===== src/sv/rnm_pkg.sv =====
// Package with the constants and types of the regex NFA matcher.
package rnm_pkg;
	localparam int MAX_PATTERN = 32;
	localparam int NPOS = MAX_PATTERN + 1;
	localparam int PW = 6;
	localparam int IW = 5;

	localparam logic [7:0] CH_OPEN = 8'h28;
	localparam logic [7:0] CH_CLOSE = 8'h29;
	localparam logic [7:0] CH_STAR = 8'h2A;
	localparam logic [7:0] CH_DOT = 8'h2E;
	localparam logic [7:0] CH_BAR = 8'h7C;

	typedef enum logic [2:0] {
		REG_PAT0 = 3'd0,
		REG_PAT1 = 3'd1,
		REG_PAT2 = 3'd2,
		REG_PAT3 = 3'd3,
		REG_LEN = 3'd4
	} reg_idx_t;

	typedef logic [NPOS-1:0] row_t;

	typedef struct packed {
		logic busy;
		logic load;
	} cmp_status_t;

	typedef struct packed {
		logic bar;
		logic [IW-1:0] idx;
	} stk_t;
endpackage


===== src/sv/rnm_step.sv =====
// Per-character datapath: input register, active set update, result register.
module rnm_step (
	input  logic clk,
	input  logic arst_n,
	input  rnm_pkg::cmp_status_t status,
	input  rnm_pkg::row_t rows [rnm_pkg::NPOS],
	input  logic err,
	input  logic [8*rnm_pkg::MAX_PATTERN-1:0] pattern,
	input  logic [rnm_pkg::PW-1:0] m,
	input  logic in_valid,
	output logic in_stall,
	input  logic start_req,
	input  logic has_char,
	input  logic [7:0] text_char,
	output logic out_valid,
	input  logic out_stall,
	output logic matched,
	output logic pattern_error
);
	logic valid_s1, start_s1, has_s1;
	logic [7:0] char_s1;
	rnm_pkg::row_t active_q, base, moved, nxt;
	logic adv;
	logic ovalid_s2, match_s2, err_s2;

	assign adv = valid_s1 && (!ovalid_s2 || !out_stall);
	assign in_stall = status.busy || (valid_s1 && !adv);

	// Advance matching positions and apply the closure.
	always_comb begin
		base = start_s1 ? rows[0] : active_q;
		moved = '0;
		for (int p = 0; p < rnm_pkg::MAX_PATTERN; p++) begin
			moved[p+1] = base[p] && (rnm_pkg::PW'(p) < m)
				&& (pattern[8*p +: 8] == char_s1 || pattern[8*p +: 8] == rnm_pkg::CH_DOT);
		end
		nxt = '0;
		for (int r = 0; r < rnm_pkg::NPOS; r++) begin
			if (moved[r]) begin
				nxt = nxt | rows[r];
			end
		end
		if (!has_s1) begin
			nxt = base;
		end
	end

	// Input register and active set.
	always_ff @(posedge clk or negedge arst_n) begin
		if (!arst_n) begin
			valid_s1 <= 1'b0;
			active_q <= '0;
		end else begin
			if (!in_stall) begin
				valid_s1 <= in_valid;
			end else if (adv) begin
				valid_s1 <= 1'b0;
			end
			if (status.load) begin
				active_q <= rows[0];
			end else if (adv) begin
				active_q <= nxt;
			end
		end
	end

	always_ff @(posedge clk) begin
		if (!in_stall && in_valid) begin
			start_s1 <= start_req;
			has_s1 <= has_char;
			char_s1 <= text_char;
		end
	end

	// Result register.
	always_ff @(posedge clk or negedge arst_n) begin
		if (!arst_n) begin
			ovalid_s2 <= 1'b0;
		end else if (adv) begin
			ovalid_s2 <= 1'b1;
		end else if (!out_stall) begin
			ovalid_s2 <= 1'b0;
		end
	end

	always_ff @(posedge clk) begin
		if (adv) begin
			match_s2 <= !err && nxt[m];
			err_s2 <= err;
		end
	end

	assign out_valid = ovalid_s2;
	assign matched = match_s2;
	assign pattern_error = err_s2;
endmodule


===== config.mk =====
export PLATFORM = sky130hd
export DESIGN_NAME = rnm_step
export DESIGN_NICKNAME = d
export VERILOG_FILES = /design/src/sv/rnm_pkg.sv /design/src/sv/rnm_step.sv
export SDC_FILE = /design/constraint.sdc
export NUM_CORES = 1
export LEC_CHECK = 0
export BUFFER_PORTS_ARGS = -buffer_cell sky130_fd_sc_hd__buf_2
export CORE_AREA = 2 2 531 533
export CTS_BUF_LIST = sky130_fd_sc_hd__clkbuf_2 sky130_fd_sc_hd__clkbuf_4 sky130_fd_sc_hd__clkbuf_8
export DETAILED_ROUTE_END_ITERATION = 8
export DIE_AREA = 0 0 533 535
export MAX_ROUTING_LAYER = met4
export PLACE_DENSITY = 0.3
export SLEW_MARGIN = 40
export SYNTH_ARGS = -nofsm -noshare
export SYNTH_HDL_FRONTEND = slang
export SYNTH_SLANG_ARGS = --single-unit

===== constraint.sdc =====
create_clock -name clk -period 3.6 [get_ports clk]
set_input_delay 1.08 -clock clk [delete_from_list [all_inputs] [get_ports clk]]
set_output_delay 1.08 -clock clk [all_outputs]
set_load 0.005 [all_outputs]

==> flow_summary.ini <==
[synth]
syn_nets = 3257
synth-main-ff-cell = dfrtp_1
syn_area_sq_um = 14500
synth_top_cell_by_area = xnor2_1
async_flop_share_pct = 74.5
yosys_warnings = 0
ys_types = 91
synth_edf_count = 12
synthTopCellsByArea = xnor2_1 15%, a22oi_1 7.9%, nand4_1 6.8%, dfrtp_1 6.0%, a22o_1 5.4%
yosys.area.top_type_share_pct = 15.0
synth_cells = 1889
syn_avg_cell_area_sq_um = 7.69
yosysSeqAreaShare_pct = 8.51
ys_seq_elements = 47

[clock_network]
htree_levels = 2
clk_path_buf_depth = 2
clk_pin_slew_worst_paths_ps = 130
cts_buffers = 5
cts-root-buf = clkbuf_8
clk_latency_ps = 380
cts_tree = built
numClockSinks = 47

[place]
gp_congestion = 0.994
portBuffers = 1371
dpl.hpwl_um = 329000
post-place-cells = 7470

[timing]
slew_violations = 0
fin_skew_ps = 29.4
rsz0062_at_grt = yes
tightest_slew_ps = 827
finalSetupTns_ps = -7760
relSlewSlack_pct = 44.9
finalWorstSetupSlack_ps = -1030
max_freq_mhz = 216
hold_viol_final = 0
setup_viol = 32
whs_ps = 550
min_period_ps = 4630
post-route-period-util_pct = 129

[die]
rows = 194
coreArea_sq_um = 279000
floorplan.initialDensity_pct = 5.21
die_height_um = 535
dieWidth_um = 533
dieArea_sq_um = 285000
io_pins = 1372

[setup_path]
cp.required_ps = 3730
worstPathMaxFanout = 8
crit_chain = buf_12, nor4_4, buf_6, nand2_4, and2_4, buf_6, and3_4, a2111oi_4, buf_4, nand4_1, nor4_4, buf_4, nor4b_1, a2111oi_0, buf_4, nand4_1, o311a_1
crit_slowest_cell = a2111oi_4
crit_path_max_incr_delay_ps = 570
critPathArrivalTime_ps = 4770
path_class = input port to flip-flop
critical_path.top_delay_family = simple AND/OR/NAND/NOR gates
cp-end-kind = flip-flop
cp.buffers_inverters = 6
worstSetupStartpointType = input port
path_common_cell = buf_4

[power_and_ir_drop]
ir_worst_vdd_v = 0.000143
p_leak_uw = 0.0140
powerDensity_nw_per_um2 = 130

[final_layout]
most-common-layout-cells = 1,363 x buf_2, 513 x buf_4, 248 x xnor2_1
fin_nets = 5155
fin_util_pct = 12.4
syn2layout_area_growth_pct = 138
drive_above_1_share_pct = 62.9
final_common_cell = buf_2
fin_cells = 7837

[grt]
grt_overflow_total = 0
grt_max_degree = 48
antenna_found_initial = 563
track_usage_pct = 24.7
grt_pass1_vias = 29200
grt_pass1_wl_um = 423000

[routing]
routed_wl_um = 358000
drc = 0
ant_nets = 0
vias_per_cell = 3.84
vias = 30100
wl_per_cell_um = 45.7
drt_iter0_drc = 3172
firstDrtPassIters = 9

[run_status]
status = finished with violations
violations = setup timing

[worst_hold_path]
min_path_type = flip-flop to flip-flop

[flow_run]
cap_viol_max_count = 0
-- metrics by stage --
step | setup WS, ps | total power (uW) | instance area, sq um
2_1_floorplan | -327 | 1450 | 14600
3_3_place_gp | -2310 | 3750 | 31600
3_5_place_dp | -1910 | 3730 | 31600
4_1_cts | -1030 | 4490 | 33400
5_1_grt | -1090 | 4650 | 34400
6_report | -1030 | 4500 | 34600
-- sequential cells by signal (all words and copies together) (netlist names) --
register and cells:
pattern_error 1, char_s1 8, active_q 33, has_s1 1, matched 1, out_valid 1, start_s1 1, valid_s1 1
-- where the power goes --
group	total, uW	internal, uW	switching [uW]
combinational	3310	1410	1900
sequential	631	599	31.8
clock	559	283	276
total	4500	2300	2210
-- cell families (layout without fill, tap and decap cells) --
kind of cell,Yosys count,after routing,share of synthesized area [%]
mux,45,45,3.52
flops,47,47,8.51
simple gates,732,732,30.3
xor+xnor,256,256,15.4
buf+inv,203,2102,8.51
other cells,0,325,0
compound gates,606,606,33.8
-- final timing paths --
path / from / endpoint / slack, ps / depth (start not counted)
max in group asynchronous: arst_n / active_q[5] / 2310 / 2
worst max register to register: char_s1[0] / matched / -930 / 18
worst min-delay path: valid_s1 / out_valid / 550 / 1
worst max-delay path: m[5] / matched / -1030 / 17
min in group asynchronous: arst_n / out_valid / 630 / 1
worst min register to register: valid_s1 / out_valid / 550 / 1
-- worst register-to-register path, delay by kind of cell (launching register included) --
| kind | cells | cell delay, ps |
|---|---|---|
| buf+inv | 7 | 1390 |
| compound gates | 4 | 1270 |
| simple gates | 6 | 1090 |
| flops | 1 | 380 |
| xor+xnor | 1 | 170 |
-- synthesized netlist by cell type (all sizes together), types with 4 or more instances --
library cell    n
a2111oi        17
a211o           6
a211oi         15
a21boi          4
a21oi          25
a221o           8
a221oi         71
a222oi         28
a22o           90
a22oi         152
a31oi          15
a32o           28
a32oi          11
and2           64
and3           78
and4           22
buf           122
clkbuf         58
dfrtp          35
edfxtp         12
inv            20
mux2           27
mux2i          18
nand2          95
nand2b          4
nand3         154
nand4         159
nand4b         26
nor2           34
nor2b           7
nor3           14
nor4           20
nor4b          11
o2111ai         8
o211a           4
o211ai          8
o21a            8
o21ai          38
o22ai          32
o311ai          5
or4             5
or4b           25
xnor2         248
xor2            8
-- area by class of cell --
class | count | area [sq um]
antenna | 325 | 813
sequential | 47 | 1240
fill | 32600 | 244000
clock inverter | 3 | 71.3
tap | 3724 | 4660
multi-input combinational | 1639 | 13600
clock buffer | 5 | 68.8
timing repair buffer | 2071 | 14000
inverter | 23 | 86.3
-- repair_timing --
item	4_1_cts	5_1_grt
gates resized for setup	327	59
hold buffers	0	0
pin swaps	119	44
setup buffers	44	22
setup endpoints to repair	34	34
-- per-layer routing --
layer  vias up  GRT usage, %  routed length (um)
li1      12000             -                   -
met2      2444          41.8              175000
met4         0          9.48               16500
met3       805          8.04               33200
met1     14900          26.7              134000
met5         -             -                   0
No activity file was read; power rests on OpenSTA's default activity.
